## src/sv/ppd_pkg.sv

```systemverilog
`timescale 1ns / 1ps

package ppd_pkg;

    // Item kinds carried on s_tuser
    localparam logic [2:0] KIND_CAPTURE  = 3'd0;
    localparam logic [2:0] KIND_READ_CH  = 3'd1;
    localparam logic [2:0] KIND_SET_OVR  = 3'd2;
    localparam logic [2:0] KIND_CLR_OVR  = 3'd3;
    localparam logic [2:0] KIND_READ_BLK = 3'd4;

    // Configuration register indexes
    localparam logic [2:0] REG_TIMER_PERIOD = 3'd0;
    localparam logic [2:0] REG_SYNC_GAP     = 3'd1;
    localparam logic [2:0] REG_MIN_CHANNELS = 3'd2;
    localparam logic [2:0] REG_PULSE_FLOOR  = 3'd3;
    localparam logic [2:0] REG_PULSE_CEIL   = 3'd4;

    // Register reset values
    localparam logic [15:0] RST_TIMER_PERIOD = 16'd40000;
    localparam logic [15:0] RST_SYNC_GAP     = 16'd8000;
    localparam logic [3:0]  RST_MIN_CHANNELS = 4'd4;
    localparam logic [15:0] RST_PULSE_FLOOR  = 16'd900;
    localparam logic [15:0] RST_PULSE_CEIL   = 16'd2100;

    typedef struct packed {
        logic accept;   // latch the input transaction
        logic exec;     // apply the item to the decoder state
        logic fetch;    // read one stored channel
        logic load;     // load the output register
        logic advance;  // step to the next channel of a block read
    } ppd_cmd_t;

    typedef struct packed {
        logic need_read;   // item returns stored channel values
        logic has_result;  // item returns at least one result
        logic out_free;    // output register can take a result
        logic last_entry;  // current channel is the final one
    } ppd_status_t;

endpackage

```

## src/sv/ppd_ctrl.sv

```systemverilog
`timescale 1ns / 1ps

module ppd_ctrl (
    input  logic                   clk,
    input  logic                   rst_n,
    input  logic                   in_valid,
    output logic                   in_ready,
    input  ppd_pkg::ppd_status_t   status,
    output ppd_pkg::ppd_cmd_t      cmd
);

    typedef enum logic [3:0] {
        ST_IDLE  = 4'b0001,
        ST_EXEC  = 4'b0010,
        ST_FETCH = 4'b0100,
        ST_EMIT  = 4'b1000
    } state_t;

    state_t state_reg;
    state_t state_next;

    always_comb
    begin
        state_next  = state_reg;
        in_ready    = 1'b0;
        cmd         = '0;
        unique case (state_reg)
            ST_IDLE:
            begin
                in_ready   = 1'b1;
                cmd.accept = in_valid;
                if (in_valid)
                begin
                    state_next = ST_EXEC;
                end
            end
            ST_EXEC:
            begin
                cmd.exec = 1'b1;
                if (status.need_read)
                begin
                    state_next = ST_FETCH;
                end
                else if (status.has_result)
                begin
                    state_next = ST_EMIT;
                end
                else
                begin
                    state_next = ST_IDLE;
                end
            end
            ST_FETCH:
            begin
                cmd.fetch  = 1'b1;
                state_next = ST_EMIT;
            end
            ST_EMIT:
            begin
                if (status.out_free)
                begin
                    cmd.load = 1'b1;
                    if (status.need_read && !status.last_entry)
                    begin
                        cmd.advance = 1'b1;
                        state_next  = ST_FETCH;
                    end
                    else
                    begin
                        state_next = ST_IDLE;
                    end
                end
            end
            default:
            begin
                state_next = ST_IDLE;
            end
        endcase
    end

    always_ff @(posedge clk or negedge rst_n)
    begin
        if (!rst_n)
        begin
            state_reg <= ST_IDLE;
        end
        else
        begin
            state_reg <= state_next;
        end
    end

endmodule

```

## src/sv/ppd_datapath.sv

```systemverilog
`timescale 1ns / 1ps

module ppd_datapath #(
    parameter int CHANNELS = 8
) (
    input  logic                   clk,
    input  logic                   rst_n,
    input  ppd_pkg::ppd_cmd_t      cmd,
    output ppd_pkg::ppd_status_t   status,
    input  logic                   cfg_we,
    input  logic [2:0]             cfg_addr,
    input  logic [15:0]            cfg_wdata,
    input  logic [2:0]             kind,
    input  logic [15:0]            capture_time,
    input  logic [7:0]             channel_index,
    input  logic [15:0]            override_value,
    input  logic [7:0]             read_length,
    output logic [15:0]            pulse_us,
    output logic [3:0]             published_count,
    output logic                   override_taken,
    output logic                   last_of_run,
    output logic                   out_valid,
    input  logic                   out_ready
);

    localparam int CW   = $clog2(CHANNELS + 1);
    localparam int IW   = (CHANNELS > 1) ? $clog2(CHANNELS) : 1;
    localparam int CMPW = (CW > 4) ? CW : 4;

    // Configuration
    logic [15:0] timer_period_reg;
    logic [15:0] sync_gap_reg;
    logic [3:0]  min_channels_reg;
    logic [15:0] pulse_floor_reg;
    logic [15:0] pulse_ceil_reg;

    // Latched item
    logic [2:0]  kind_reg;
    logic [15:0] cap_reg;
    logic [7:0]  ch_reg;
    logic [15:0] ovr_reg;
    logic [7:0]  len_reg;

    // Decoder state
    logic [15:0] prev_cap_reg;
    logic [CW-1:0] frame_cnt_reg;
    logic [CW-1:0] pub_reg;
    logic [15:0] pulse_store_reg [CHANNELS];
    logic [15:0] ovr_store_reg [CHANNELS];

    // Result build-up
    logic [IW-1:0] idx_reg;
    logic [IW-1:0] last_idx_reg;
    logic [CW-1:0] res_count_reg;
    logic          res_taken_reg;
    logic [15:0]   rd_pulse_reg;
    logic [15:0]   rd_ovr_reg;

    // Output register
    logic          out_valid_reg;
    logic [15:0]   out_pulse_reg;
    logic [3:0]    out_count_reg;
    logic          out_taken_reg;
    logic          out_last_reg;

    logic          ch_in_range;
    logic [7:0]    len_clamped;
    logic [15:0]   wrap_width;
    logic [15:0]   width;
    logic          is_sync;
    logic          frame_open;
    logic [CW-1:0] frame_cnt_inc;
    logic          ovr_taken;
    logic [15:0]   half_width;
    logic [15:0]   clamped;
    logic [15:0]   chan_value;
    logic [CMPW-1:0] count_ext;

    always_ff @(posedge clk or negedge rst_n)
    begin
        if (!rst_n)
        begin
            timer_period_reg <= ppd_pkg::RST_TIMER_PERIOD;
            sync_gap_reg     <= ppd_pkg::RST_SYNC_GAP;
            min_channels_reg <= ppd_pkg::RST_MIN_CHANNELS;
            pulse_floor_reg  <= ppd_pkg::RST_PULSE_FLOOR;
            pulse_ceil_reg   <= ppd_pkg::RST_PULSE_CEIL;
        end
        else if (cfg_we)
        begin
            unique case (cfg_addr)
                ppd_pkg::REG_TIMER_PERIOD: timer_period_reg <= cfg_wdata;
                ppd_pkg::REG_SYNC_GAP:     sync_gap_reg     <= cfg_wdata;
                ppd_pkg::REG_MIN_CHANNELS: min_channels_reg <= cfg_wdata[3:0];
                ppd_pkg::REG_PULSE_FLOOR:  pulse_floor_reg  <= cfg_wdata;
                ppd_pkg::REG_PULSE_CEIL:   pulse_ceil_reg   <= cfg_wdata;
                default:
                begin
                end
            endcase
        end
    end

    always_ff @(posedge clk)
    begin
        if (cmd.accept)
        begin
            kind_reg <= kind;
            cap_reg  <= capture_time;
            ch_reg   <= channel_index;
            ovr_reg  <= override_value;
            len_reg  <= read_length;
        end
    end

    assign ch_in_range = ch_reg < 8'(CHANNELS);
    assign len_clamped = (len_reg > 8'(CHANNELS)) ? 8'(CHANNELS) : len_reg;

    // Timer wrap: add the period back when the counter rolled over
    assign wrap_width    = cap_reg + timer_period_reg - prev_cap_reg;
    assign width         = (cap_reg < prev_cap_reg) ? wrap_width : cap_reg - prev_cap_reg;
    assign is_sync       = width > sync_gap_reg;
    assign frame_open    = frame_cnt_reg < CW'(CHANNELS);
    assign frame_cnt_inc = frame_cnt_reg + CW'(1);
    assign ovr_taken     = !ovr_reg[15] && ch_in_range && (ovr_reg != 16'd0);

    always_ff @(posedge clk or negedge rst_n)
    begin
        if (!rst_n)
        begin
            prev_cap_reg  <= '0;
            frame_cnt_reg <= '0;
            pub_reg       <= '0;
            for (int i = 0; i < CHANNELS; i++)
            begin
                pulse_store_reg[i] <= '0;
                ovr_store_reg[i]   <= '0;
            end
        end
        else if (cmd.exec)
        begin
            case (kind_reg)
                ppd_pkg::KIND_CAPTURE:
                begin
                    prev_cap_reg <= cap_reg;
                    if (is_sync)
                    begin
                        if (CMPW'(frame_cnt_reg) >= CMPW'(min_channels_reg))
                        begin
                            pub_reg <= frame_cnt_reg;
                        end
                        frame_cnt_reg <= '0;
                    end
                    else if (frame_open)
                    begin
                        pulse_store_reg[frame_cnt_reg[IW-1:0]] <= width;
                        frame_cnt_reg <= frame_cnt_inc;
                        // A full frame publishes without waiting for sync
                        if (frame_cnt_inc == CW'(CHANNELS))
                        begin
                            pub_reg <= CW'(CHANNELS);
                        end
                    end
                end
                ppd_pkg::KIND_READ_CH:
                begin
                    if (ch_in_range)
                    begin
                        pub_reg <= '0;
                    end
                end
                ppd_pkg::KIND_SET_OVR:
                begin
                    if (!ovr_reg[15] && ch_in_range)
                    begin
                        ovr_store_reg[ch_reg[IW-1:0]] <= ovr_reg;
                    end
                    if (ovr_taken)
                    begin
                        pub_reg <= CW'(1);
                    end
                end
                ppd_pkg::KIND_CLR_OVR:
                begin
                    for (int i = 0; i < CHANNELS; i++)
                    begin
                        ovr_store_reg[i] <= '0;
                    end
                end
                ppd_pkg::KIND_READ_BLK:
                begin
                    pub_reg <= '0;
                end
                default:
                begin
                end
            endcase
        end
    end

    always_ff @(posedge clk)
    begin
        if (cmd.exec)
        begin
            res_count_reg <= (kind_reg == ppd_pkg::KIND_SET_OVR && ovr_taken) ? CW'(1) : pub_reg;
            res_taken_reg <= (kind_reg == ppd_pkg::KIND_SET_OVR) && ovr_taken;
            if (kind_reg == ppd_pkg::KIND_READ_BLK)
            begin
                idx_reg      <= '0;
                last_idx_reg <= IW'(len_clamped - 8'd1);
            end
            else
            begin
                idx_reg      <= ch_reg[IW-1:0];
                last_idx_reg <= ch_reg[IW-1:0];
            end
        end
        else if (cmd.advance)
        begin
            idx_reg <= idx_reg + IW'(1);
        end
        if (cmd.fetch)
        begin
            rd_pulse_reg <= pulse_store_reg[idx_reg];
            rd_ovr_reg   <= ovr_store_reg[idx_reg];
        end
    end

    // Ticks to microseconds, then clamp; a crossed ceiling wins
    assign half_width = {1'b0, rd_pulse_reg[15:1]};
    assign clamped    = (half_width > pulse_ceil_reg)  ? pulse_ceil_reg :
                        (half_width < pulse_floor_reg) ? pulse_floor_reg : half_width;
    assign chan_value = (rd_ovr_reg != 16'd0) ? rd_ovr_reg : clamped;
    assign count_ext  = CMPW'(res_count_reg);

    always_ff @(posedge clk or negedge rst_n)
    begin
        if (!rst_n)
        begin
            out_valid_reg <= 1'b0;
        end
        else if (cmd.load)
        begin
            out_valid_reg <= 1'b1;
        end
        else if (out_ready)
        begin
            out_valid_reg <= 1'b0;
        end
    end

    always_ff @(posedge clk)
    begin
        if (cmd.load)
        begin
            out_pulse_reg <= status.need_read ? chan_value : 16'd0;
            out_count_reg <= count_ext[3:0];
            out_taken_reg <= res_taken_reg;
            out_last_reg  <= status.need_read ? status.last_entry : 1'b1;
        end
    end

    assign status.need_read  = (kind_reg == ppd_pkg::KIND_READ_CH && ch_in_range) ||
                               (kind_reg == ppd_pkg::KIND_READ_BLK && len_reg != 8'd0);
    assign status.has_result = (kind_reg == ppd_pkg::KIND_READ_CH)  ||
                               (kind_reg == ppd_pkg::KIND_SET_OVR)  ||
                               (kind_reg == ppd_pkg::KIND_CLR_OVR)  ||
                               (kind_reg == ppd_pkg::KIND_READ_BLK);
    assign status.out_free   = !out_valid_reg || out_ready;
    assign status.last_entry = idx_reg == last_idx_reg;

    assign pulse_us        = out_pulse_reg;
    assign published_count = out_count_reg;
    assign override_taken  = out_taken_reg;
    assign last_of_run     = out_last_reg;
    assign out_valid       = out_valid_reg;

endmodule

```

## src/sv/ppm_pulse_train_decoder.sv

```systemverilog
`timescale 1ns / 1ps

// PPM pulse train decoder. Each capture transaction carries the timer value latched at a
// rising edge; the distance to the previous edge (wrapped at timer_period) is stored as the
// next channel width, or ends the frame when it exceeds sync_gap. Read transactions return
// widths in microseconds, clamped to [pulse_floor, pulse_ceiling], or a nonzero override.
// One item is worked at a time: a capture edge is applied in the exec state, a command
// with a single result goes from exec to the output register, and a read of stored
// channels runs through the shared read path, which fetches one channel and then clamps
// it into the output register. The output register lets the next item enter while the
// last result waits; a stalled m_tready holds back a multi-result read.
module ppm_pulse_train_decoder #(
    parameter int CHANNELS = 8
) (
    input  logic        clk,
    input  logic        rst_n,
    input  logic        s_tvalid,
    output logic        s_tready,
    input  logic [47:0] s_tdata,   // capture_time, channel_index, override_value, read_length
    input  logic [2:0]  s_tuser,   // kind
    output logic        m_tvalid,
    input  logic        m_tready,
    output logic [23:0] m_tdata,   // pulse_us, published_count, override_taken, zero pad
    output logic        m_tlast,
    input  logic        cfg_we,
    input  logic [2:0]  cfg_addr,
    input  logic [15:0] cfg_wdata
);

    ppd_pkg::ppd_cmd_t    cmd;
    ppd_pkg::ppd_status_t status;

    logic [15:0] pulse_us;
    logic [3:0]  published_count;
    logic        override_taken;

    ppd_ctrl u_ctrl (
        .clk      (clk),
        .rst_n    (rst_n),
        .in_valid (s_tvalid),
        .in_ready (s_tready),
        .status   (status),
        .cmd      (cmd)
    );

    ppd_datapath #(
        .CHANNELS (CHANNELS)
    ) u_datapath (
        .clk             (clk),
        .rst_n           (rst_n),
        .cmd             (cmd),
        .status          (status),
        .cfg_we          (cfg_we),
        .cfg_addr        (cfg_addr),
        .cfg_wdata       (cfg_wdata),
        .kind            (s_tuser),
        .capture_time    (s_tdata[15:0]),
        .channel_index   (s_tdata[23:16]),
        .override_value  (s_tdata[39:24]),
        .read_length     (s_tdata[47:40]),
        .pulse_us        (pulse_us),
        .published_count (published_count),
        .override_taken  (override_taken),
        .last_of_run     (m_tlast),
        .out_valid       (m_tvalid),
        .out_ready       (m_tready)
    );

    assign m_tdata = {3'b000, override_taken, published_count, pulse_us};

    // One item in flight: an accepted transaction closes the input until it is worked off
    a_single_item: assert property (@(posedge clk) disable iff (!rst_n)
        (s_tvalid && s_tready) |=> !s_tready)
        else $error("input accepted while an item is in flight");

    // A stored override reports no width and a count of one
    a_override_result: assert property (@(posedge clk) disable iff (!rst_n)
        (m_tvalid && m_tdata[20]) |-> (m_tdata[15:0] == 16'd0 && m_tdata[19:16] == 4'd1
                                       && m_tlast))
        else $error("override result carries wrong fields");

    // Published count never exceeds the channel count
    a_count_bound: assert property (@(posedge clk) disable iff (!rst_n)
        m_tvalid |-> ((CHANNELS > 15) || (m_tdata[19:16] <= 4'(CHANNELS))))
        else $error("published count out of range");

endmodule
```

## config.mk

```make
export PLATFORM = sky130hd
export DESIGN_NAME = ppm_pulse_train_decoder
export DESIGN_NICKNAME = d
export VERILOG_FILES = /design/src/sv/ppd_pkg.sv /design/src/sv/ppd_ctrl.sv /design/src/sv/ppd_datapath.sv /design/src/sv/ppm_pulse_train_decoder.sv
export SDC_FILE = /design/constraint.sdc
export NUM_CORES = 1
export LEC_CHECK = 0
export ABC_AREA = 0
export BUFFER_PORTS_ARGS = -buffer_cell sky130_fd_sc_hd__buf_2
export CAP_MARGIN = 20
export CELL_PAD_IN_SITES_DETAIL_PLACEMENT = 0
export CELL_PAD_IN_SITES_GLOBAL_PLACEMENT = 1
export CORE_MARGIN = 2
export CORE_UTILIZATION = 50
export CTS_CLUSTER_DIAMETER = 40
export DETAILED_ROUTE_END_ITERATION = 10
export GPL_TIMING_DRIVEN = 0
export PLACE_DENSITY = 0.86
export SETUP_SLACK_MARGIN = 0.3
export SLEW_MARGIN = 40
export SYNTH_ARGS = -nofsm -noshare
export SYNTH_HDL_FRONTEND = slang
export SYNTH_SLANG_ARGS = --single-unit
```

## constraint.sdc

```tcl
create_clock -name clk -period 6.78 [get_ports clk]
set_input_delay 1.017 -clock clk [delete_from_list [all_inputs] [get_ports clk]]
set_output_delay 1.017 -clock clk [all_outputs]
set_load 0.02 [all_outputs]
```

==> summary.md, run 1 <==
### Status
* finished, final reports clean — result of the run

### Synth
* 0.355 — area share of the largest cell type after synthesis
* 1980 — Mapped Cells
* 0.0228 mm2 — Mapped Area
* 0.750 — Post-synth ARST share
* sky130_fd_sc_hd__dfrtp_1 — largest area contributor in the synthesized netlist
* 11.5 um2 — syn avg cell area
* sky130_fd_sc_hd__dfrtp_1 (36%), sky130_fd_sc_hd__edfxtp_1 (15%), sky130_fd_sc_hd__mux4_2 (6.1%) — largest cells by area after synthesis
* 80 — number of library cell types mapped by synthesis
* sky130_fd_sc_hd__dfrtp_1 — top flip-flop cell by instance count after synthesis
* 460 — post-synthesis sequential element count
* 0.531 — Seq/Total Area, Yosys
* 0 — number of warning messages in the yosys log
* 115 — number of flops mapped to enable cells by yosys

### Placed design
* 0.879 — Placer Congestion
* 2685 — placed cells
* 44100 um — placed wire-length estimate
* 98 — total of buffers placed on input and output ports

### Pwr
* 0.402 — switching share of power
* 6850 uW — Internal Power
* 0.303 — Seq pwr share
* 0.279 — fraction of power consumed by the clock network
* 0.0116 uW — leakage dissipation
* 0.418 — Gate power share
* 0.389 mV — maximum VDD drop
* 435 mW/mm2 — total power divided by cell area
* 4600 uW — Sw Pwr

### Timing
* 6.12 ns — shortest clock period the worst path allows after layout
* 163 MHz — highest clock rate
* 0.436 — relative max-transition margin
* 0 — count of final max-slew check failures
* 0.903 — share of the clock period used by the worst path after layout
* 0.0144 ns — largest clock skew in the final design
* 0.841 ns — worst-margin pin slew
* 0 — final number of hold-violating endpoints
* 0 — endpoints failing setup
* false — RSZ-0062 raised after global routing

### Worst hold path
* in -> async — path category of the worst min-delay check

### Die
* 102 — I/O pin count
* 218 um — Die Span X
* 0.0452 mm2 — total core area
* 78 — Core Rows
* 0.505 — initial core utilization
* 218 um — overall die height
* 0.0474 mm2 — die area

### GRT
* 96000 um — global-route wire length before repair
* 0.263 — global routing usage summed across all routing layers
* 2 — antenna violations before repair
* 82 — largest net degree at the start of global routing
* 16.9k — via count of the first global-routing pass
* 0 — total congestion overflow after global routing

### Critical path
* 20 — critical path depth in cells
* register — kind of end point of the critical path
* reg -> reg — startpoint-to-endpoint class of the critical path
* 20 — number of cell instances on the worst register-to-register path
* simple AND/OR/NAND/NOR gates — cell class contributing the biggest share of worst-path delay
* 6.61 ns — Critical Path AT
* sky130_fd_sc_hd__nor3_4 — slowest stage cell on the critical path
* register — crit start category
* 10 — CP Max Fanout
* inv_1, fa_1, inv_1, ha_1, a21o_1, or2_2, o32ai_1, nor3_1, nor3_4, nand2_1, nand2_1, ha_1, nand4_1, nor4_4, o21ai_2, a41oi_2, or2_2, clkbuf_1, buf_2, o21ai_0 — CP Cell Sequence
* 4 — Buf+Inv Stages, Crit Path
* 0.59 ns — peak per-stage delay on the critical path
* 7.27 ns — Worst EP required

### Cells and area
* 3700 — final-layout fill cell count
* sky130_fd_sc_hd__dfrtp_1 (324), sky130_fd_sc_hd__nand2_1 (231), sky130_fd_sc_hd__o21ai_0 (183) — most frequent cells in the layout
* 15.5% — Layout Area Growth over Synthesis
* sky130_fd_sc_hd__dfrtp_1 — most common library cell in the layout ignoring fill and taps
* 2324 — final layout net count
* 2801 — number of standard cells in the layout, taps in and fillers out
* 0 — total inserted antenna cells
* 0.583 — final core occ
* 0.199 — share of layout cells above drive strength 1
* 128 — number of flip-flops in the largest register

### Routing
* 21.9 um — wire per inst
* 6.01 — vias per std cell
* 0 — final routed DRC violation total
* 61200 um — routed wire length
* 0 — Antenna Violating Nets Remaining
* 1513 — DRC marker count from the first detailed-route iteration
* 5 — number of detailed-routing iterations run before antenna repair
* 16.8k — number of vias after detailed routing

### Clock tree
* sky130_fd_sc_hd__clkbuf_16 — master cell of the clock root buffer
* yes — CTS tree
* 0.64 ns — Clock Latency Late Sink
* 0 — # hold bufs at CTS
* 3 — Clock Tree Buf Depth
* 60 — CTS Buf Count
* 2 — H-tree depth reported by CTS
* 460 — Sinks on Clock Net
* 0.06 ns — post-CTS clock slew at the launch and capture registers of the worst setup and hold paths

### Job
* 0 — number of maximum-capacitance constraint violations

==> path summary, 6_finish.rpt <==
path                                                        end                       startpoint  slack (ns)
worst max register to register  u_datapath.pulse_store_reg[117]  u_datapath.timer_period_reg[12]        0.66
max in group asynchronous          u_datapath.ovr_store_reg[26]                            rst_n        5.16
worst max-delay path            u_datapath.pulse_store_reg[117]  u_datapath.timer_period_reg[12]        0.66
worst min-delay path                u_datapath.prev_cap_reg[10]                            rst_n        0.36
worst min register to register    u_datapath.published_count[2]          u_datapath.count_ext[2]        0.42
min in group clk                  u_datapath.published_count[2]          u_datapath.count_ext[2]        0.42
==> layer usage <==
metal  vias to the layer above  GRT usage  share of wire
met2                       640      0.405           0.46
met5                         -          0        0.00021
met4                         2      0.109          0.038
li1                       7535          -              -
met3                       129     0.0583          0.077
met1                      8539      0.364           0.43
==> through the flow <==
stage                     worst slack (ns)  TNS (ns)  total power (uW)  cell area [um2]  hold slack [ns]
after floorplan                       1.66         0              6640            22800            0.400
after global placement               -1.91   -596.17              7840            24100            0.411
after detailed placement             0.127         0              8030            24200            0.405
after CTS                            0.317         0             11300            26300            0.356
after global routing                 0.322         0             12100            26400            0.399
final                                0.656         0             11500            26400            0.359
==> cells in the mapped netlist (14+ instances only) <==
cell                         n
sky130_fd_sc_hd__a211oi_1   16
sky130_fd_sc_hd__a21o_1     26
sky130_fd_sc_hd__a21oi_1    43
sky130_fd_sc_hd__a22o_1    122
sky130_fd_sc_hd__and2_1     16
sky130_fd_sc_hd__buf_1      24
sky130_fd_sc_hd__buf_2      16
sky130_fd_sc_hd__clkbuf_1   71
sky130_fd_sc_hd__dfrtp_1   324
sky130_fd_sc_hd__dfstp_2    21
sky130_fd_sc_hd__edfxtp_1  115
sky130_fd_sc_hd__fa_1       16
sky130_fd_sc_hd__ha_1       84
sky130_fd_sc_hd__inv_1     148
sky130_fd_sc_hd__mux2_2     65
sky130_fd_sc_hd__mux2i_1    27
sky130_fd_sc_hd__mux4_2     62
sky130_fd_sc_hd__nand2_1   231
sky130_fd_sc_hd__nand3_1    35
sky130_fd_sc_hd__nand4_1    43
sky130_fd_sc_hd__nor2_1     53
sky130_fd_sc_hd__nor2b_1    17
sky130_fd_sc_hd__nor3_1     17
sky130_fd_sc_hd__o211ai_1   21
sky130_fd_sc_hd__o21ai_0   184
sky130_fd_sc_hd__o21ai_1    14
sky130_fd_sc_hd__xnor2_1    19
==> timing repair <==
| item | 4_1_cts | 5_1_grt |
|---|---|---|
| setup endpoints to repair | 25 | 107 |
| endpoints found under the hold margin | 0 | 0 |
| resized for setup | 2 | 16 |
| buffers inserted | 0 | 1 |
| gates cloned | 0 | 0 |
| pin swaps | 0 | 2 |
==> area by class of cell <==
| cell class | count | area, um2 | share of cell area |
|---|---|---|---|
| plain buffers | 122 | 542 | 0.0206 |
| clock buffers | 74 | 1630 | 0.0618 |
| clock inverters | 40 | 403 | 0.0153 |
| inverters | 149 | 564 | 0.0214 |
| multi-input cells | 1251 | 9710 | 0.368 |
| flip-flops and latches | 460 | 12100 | 0.460 |
| well taps | 600 | 751 | 0.0285 |
| repair buffers | 105 | 646 | 0.0245 |
==> logic make-up (layout without fill, tap and decap cells) <==
kind of cell | Yosys count | in the layout | synth area share
buf+inv | 271 | 490 | 0.0479
compound gates | 493 | 493 | 0.145
other cells | 1 | 3 | 0.000164
xor+xnor | 28 | 28 | 0.0107
mux | 154 | 154 | 0.105
flops | 460 | 460 | 0.531
simple gates | 473 | 473 | 0.100
fa+ha+maj | 100 | 100 | 0.0601
==> power groups by stage <==
| stage | combinational, uW | clock, uW | sequential, uW |
|---|---|---|---|
| finish | 4790 | 3190 | 3470 |
| global route | 5230 | 3350 | 3510 |
| CTS | 4580 | 3230 | 3460 |
| detailed placement | 4520 | 0 | 3510 |
| global placement | 4340 | 0 | 3500 |
| floorplan | 3190 | 0 | 3450 |
(Power assumes the default switching activity.)
==> run 2, diff against run 1 <==
--- a/config.mk
+++ b/config.mk
@@ -15,6 +15,7 @@
 export CTS_CLUSTER_DIAMETER = 40
 export DETAILED_ROUTE_END_ITERATION = 10
 export GPL_TIMING_DRIVEN = 0
+export MAX_ROUTING_LAYER = met4
 export PLACE_DENSITY = 0.86
 export SETUP_SLACK_MARGIN = 0.3
 export SLEW_MARGIN = 40
==> run 2 against run 1 <==
  * Maximum frequency grew 1.5%
  * Power grew 3.4%
  * Register-to-register slack improved by 0.09 ns
  * Critical path depth unchanged
  * Final cell count rose by 0.39%
  * Design area grew 1.2%
  * Global-route usage rose by 1.3 points
  * First-iteration DRC count rose by 2.6%
  * Flip-flop and latch count did not move
  * Largest cell class unchanged
  * Hold slack worse by 0.038 ns
==> summary.md, run 2 (synthesis results as in run 1) <==
### GRT
* 97700 um — global-route wire length before repair, was 96000 um
* 0.277 — global routing usage summed across all routing layers, was 0.263
* 0 — total congestion overflow after global routing, unchanged
* 80 — largest net degree at the start of global routing, was 82
* 0.424 — global routing usage on met2, was 0.405
* 0.0452 — fraction of met3 tracks used by global routing, was 0.0583
* 17.0k — via count of the first global-routing pass, was 16.9k
* met2 — most heavily used metal layer in global routing, unchanged
* 0 — antenna violations before repair, was 2
* 0.378 — met1 global-route usage, was 0.364

### Pwr
* 0.0117 uW — leakage dissipation, was 0.0116 uW
* 0.414 mV — maximum VDD drop, was 0.389 mV
* 444 mW/mm2 — total power divided by cell area, was 435 mW/mm2

### Critical path
* register — kind of end point of the critical path, unchanged
* 6.53 ns — Critical Path AT, was 6.61 ns
* sky130_fd_sc_hd__inv_1 — cell mode on critical path
* reg -> reg — startpoint-to-endpoint class of the critical path, unchanged
* u_datapath.cap_reg[0] — Worst setup startpoint, was u_datapath.timer_period_reg[12]
* register — crit start category, unchanged
* 0.75 ns — R2R setup slack, was 0.66 ns
* simple AND/OR/NAND/NOR gates — cell class contributing the biggest share of worst-path delay, unchanged
* sky130_fd_sc_hd__mux2i_2 — slowest stage cell on the critical path, was sky130_fd_sc_hd__nor3_4
* 4 — Buf+Inv Stages, Crit Path, unchanged
* inv_1, ha_1, inv_1, fa_1, a211oi_2, o211ai_1, nand4_1, a21oi_1, nor2_1, mux2i_2, inv_1, ha_1, nand3_1, nor4_4, o21ai_2, a31oi_4, nand3b_1, clkbuf_1, nand2_1, o21ai_0 — CP Cell Sequence, was inv_1, fa_1, inv_1, ha_1, a21o_1, or2_2, o32ai_1, nor3_1, nor3_4, nand2_1, nand2_1, ha_1, nand4_1, nor4_4, o21ai_2, a41oi_2, or2_2, clkbuf_1, buf_2, o21ai_0
* 10 — CP Max Fanout, unchanged
* u_datapath.cap_reg[0] — reg-to-reg critical path startpoint, was u_datapath.timer_period_reg[12]
* 7.28 ns — Worst EP required, was 7.27 ns
* 0.68 ns — peak per-stage delay on the critical path, was 0.59 ns

### Placed design
* 0.390 ns — pre-CTS setup slack, was 0.127 ns
* 2686 — placed cells, was 2685
* 98 — total of buffers placed on input and output ports, unchanged
* 0.918 — Placer Congestion, was 0.879
* 44500 um — placed wire-length estimate, was 44100 um

### Die
* 0.505 — initial core utilization, unchanged
* 102 — I/O pin count, unchanged
* 78 — Core Rows, unchanged
* 218 um — overall die height, unchanged
* 0.0474 mm2 — die area, unchanged
* 218 um — Die Span X, unchanged
* 0.0452 mm2 — total core area, unchanged

### Cells and area
* 0 — total inserted antenna cells, unchanged
* 3677 — final-layout fill cell count, was 3700
* 2812 — number of standard cells in the layout, taps in and fillers out, was 2801
* sky130_fd_sc_hd__dfrtp_1 — most common library cell in the layout ignoring fill and taps, unchanged
* sky130_fd_sc_hd__dfrtp_1 (324), sky130_fd_sc_hd__nand2_1 (231), sky130_fd_sc_hd__o21ai_0 (184) — most frequent cells in the layout, was sky130_fd_sc_hd__dfrtp_1 (324), sky130_fd_sc_hd__nand2_1 (231), sky130_fd_sc_hd__o21ai_0 (183)
* 0.207 — share of layout cells above drive strength 1, was 0.199
* 2332 — final layout net count, was 2324
* 16.9% — Layout Area Growth over Synthesis, was 15.5%
* 128 — number of flip-flops in the largest register, unchanged

### Timing
* 166 MHz — highest clock rate, was 163 MHz
* false — RSZ-0062 raised after global routing, unchanged
* 0 ns — Setup Total Neg Slack, unchanged
* 0 — count of final max-slew check failures, unchanged
* 0.0268 ns — largest clock skew in the final design, was 0.0144 ns
* 0.890 — share of the clock period used by the worst path after layout, was 0.903
* 0 — final number of hold-violating endpoints, unchanged
* 0.856 ns — worst-margin pin slew, was 0.841 ns
* 0.429 — relative max-transition margin, was 0.436
* 0.747 ns — final worst setup slack, was 0.656 ns
* 6.03 ns — shortest clock period the worst path allows after layout, was 6.12 ns
* 0 — endpoints failing setup, unchanged

### Clock tree
* sky130_fd_sc_hd__clkbuf_16 — master cell of the clock root buffer, unchanged
* 3 — Clock Tree Buf Depth, unchanged
* 0 — # hold bufs at CTS, unchanged
* yes — CTS tree, unchanged
* 67 — CTS Buf Count, was 60
* 0.05 ns — post-CTS clock slew at the launch and capture registers of the worst setup and hold paths, was 0.06 ns
* 3 — H-tree depth reported by CTS, was 2
* 0.60 ns — Clock Latency Late Sink, was 0.64 ns
* 460 — Sinks on Clock Net, unchanged

### Routing
* 22.0 um — wire per inst, was 21.9 um
* 0 — Antenna Violating Nets Remaining, unchanged
* 16.7k — number of vias after detailed routing, was 16.8k
* 0 — final routed DRC violation total, unchanged
* 5.94 — vias per std cell, was 6.01
* 1553 — DRC marker count from the first detailed-route iteration, was 1513
* 61900 um — routed wire length, was 61200 um
* 6 — number of detailed-routing iterations run before antenna repair, was 5

### Worst hold path
* in -> async — path category of the worst min-delay check, unchanged

### Status
* finished, final reports clean — result of the run, unchanged

### Job
* 0 — number of maximum-capacitance constraint violations, unchanged

run 2: cell types whose count changed in the layout (fill, tap and decap cells not counted), sizes merged:
cell | previous run | this run
buf | 153 | 154
bufinv | 3 | 5
clkbuf | 148 | 152
clkinv | 15 | 17
clkinvlp | 8 | 4
inv | 163 | 169
run 2: where the power goes:
part | switching (uW) | total (uW) | internal, uW
Clock | 1390 | 3530 | 2140
Sequential | 211 | 3470 | 3260
Combinational | 3090 | 4850 | 1760
Total | 4690 | 11800 | 7150
run 2: layout make-up:
type | instances | area, um2 | share of cell area
Buffer | 122 | 547 | 0.0205
Clock buffer | 78 | 1780 | 0.0668
Clock inverter | 46 | 507 | 0.0190
Inverter | 149 | 564 | 0.0212
Multi-Input combinational cell | 1251 | 9740 | 0.365
Sequential cell | 460 | 12100 | 0.454
Tap cell | 600 | 751 | 0.0281
Timing Repair Buffer | 106 | 671 | 0.0251
run 2: per-layer routing:
layer	wire (um)	up-vias
li1	-	7554
met1	27100	8446
met2	29100	573
met3	3620	127
met4	2140	0
met5	0	-
run 2: worst paths after layout:
kind | end | cells after the start
worst max-delay path | u_datapath.pulse_store_reg[46] | 20
worst min-delay path | u_datapath.prev_cap_reg[8] | 1
worst max register to register | u_datapath.pulse_store_reg[46] | 20
worst min register to register | u_datapath.published_count[2] | 0
max in group asynchronous | u_datapath.ovr_store_reg[94] | 5
min in group clk | u_datapath.published_count[2] | 0
run 2: through the flow:
stage	area, um2	hold slack (ns)	total power (uW)	utilization
2_1_floorplan	22800	0.400	6640	-
3_3_place_gp	24100	0.408	7860	0.533
3_5_place_dp	24300	0.405	8070	0.537
4_1_cts	26600	0.317	11700	0.588
5_1_grt	26700	0.328	12500	0.590
6_report	26700	0.321	11800	0.590
run 2: timing repair:
| item | in CTS | in global routing |
|---|---|---|
| endpoints found under the setup margin | 16 | 114 |
| pin swaps | 0 | 2 |
| gates resized for setup | 3 | 22 |
| setup buffers | 0 | 1 |
| cloned | 0 | 0 |
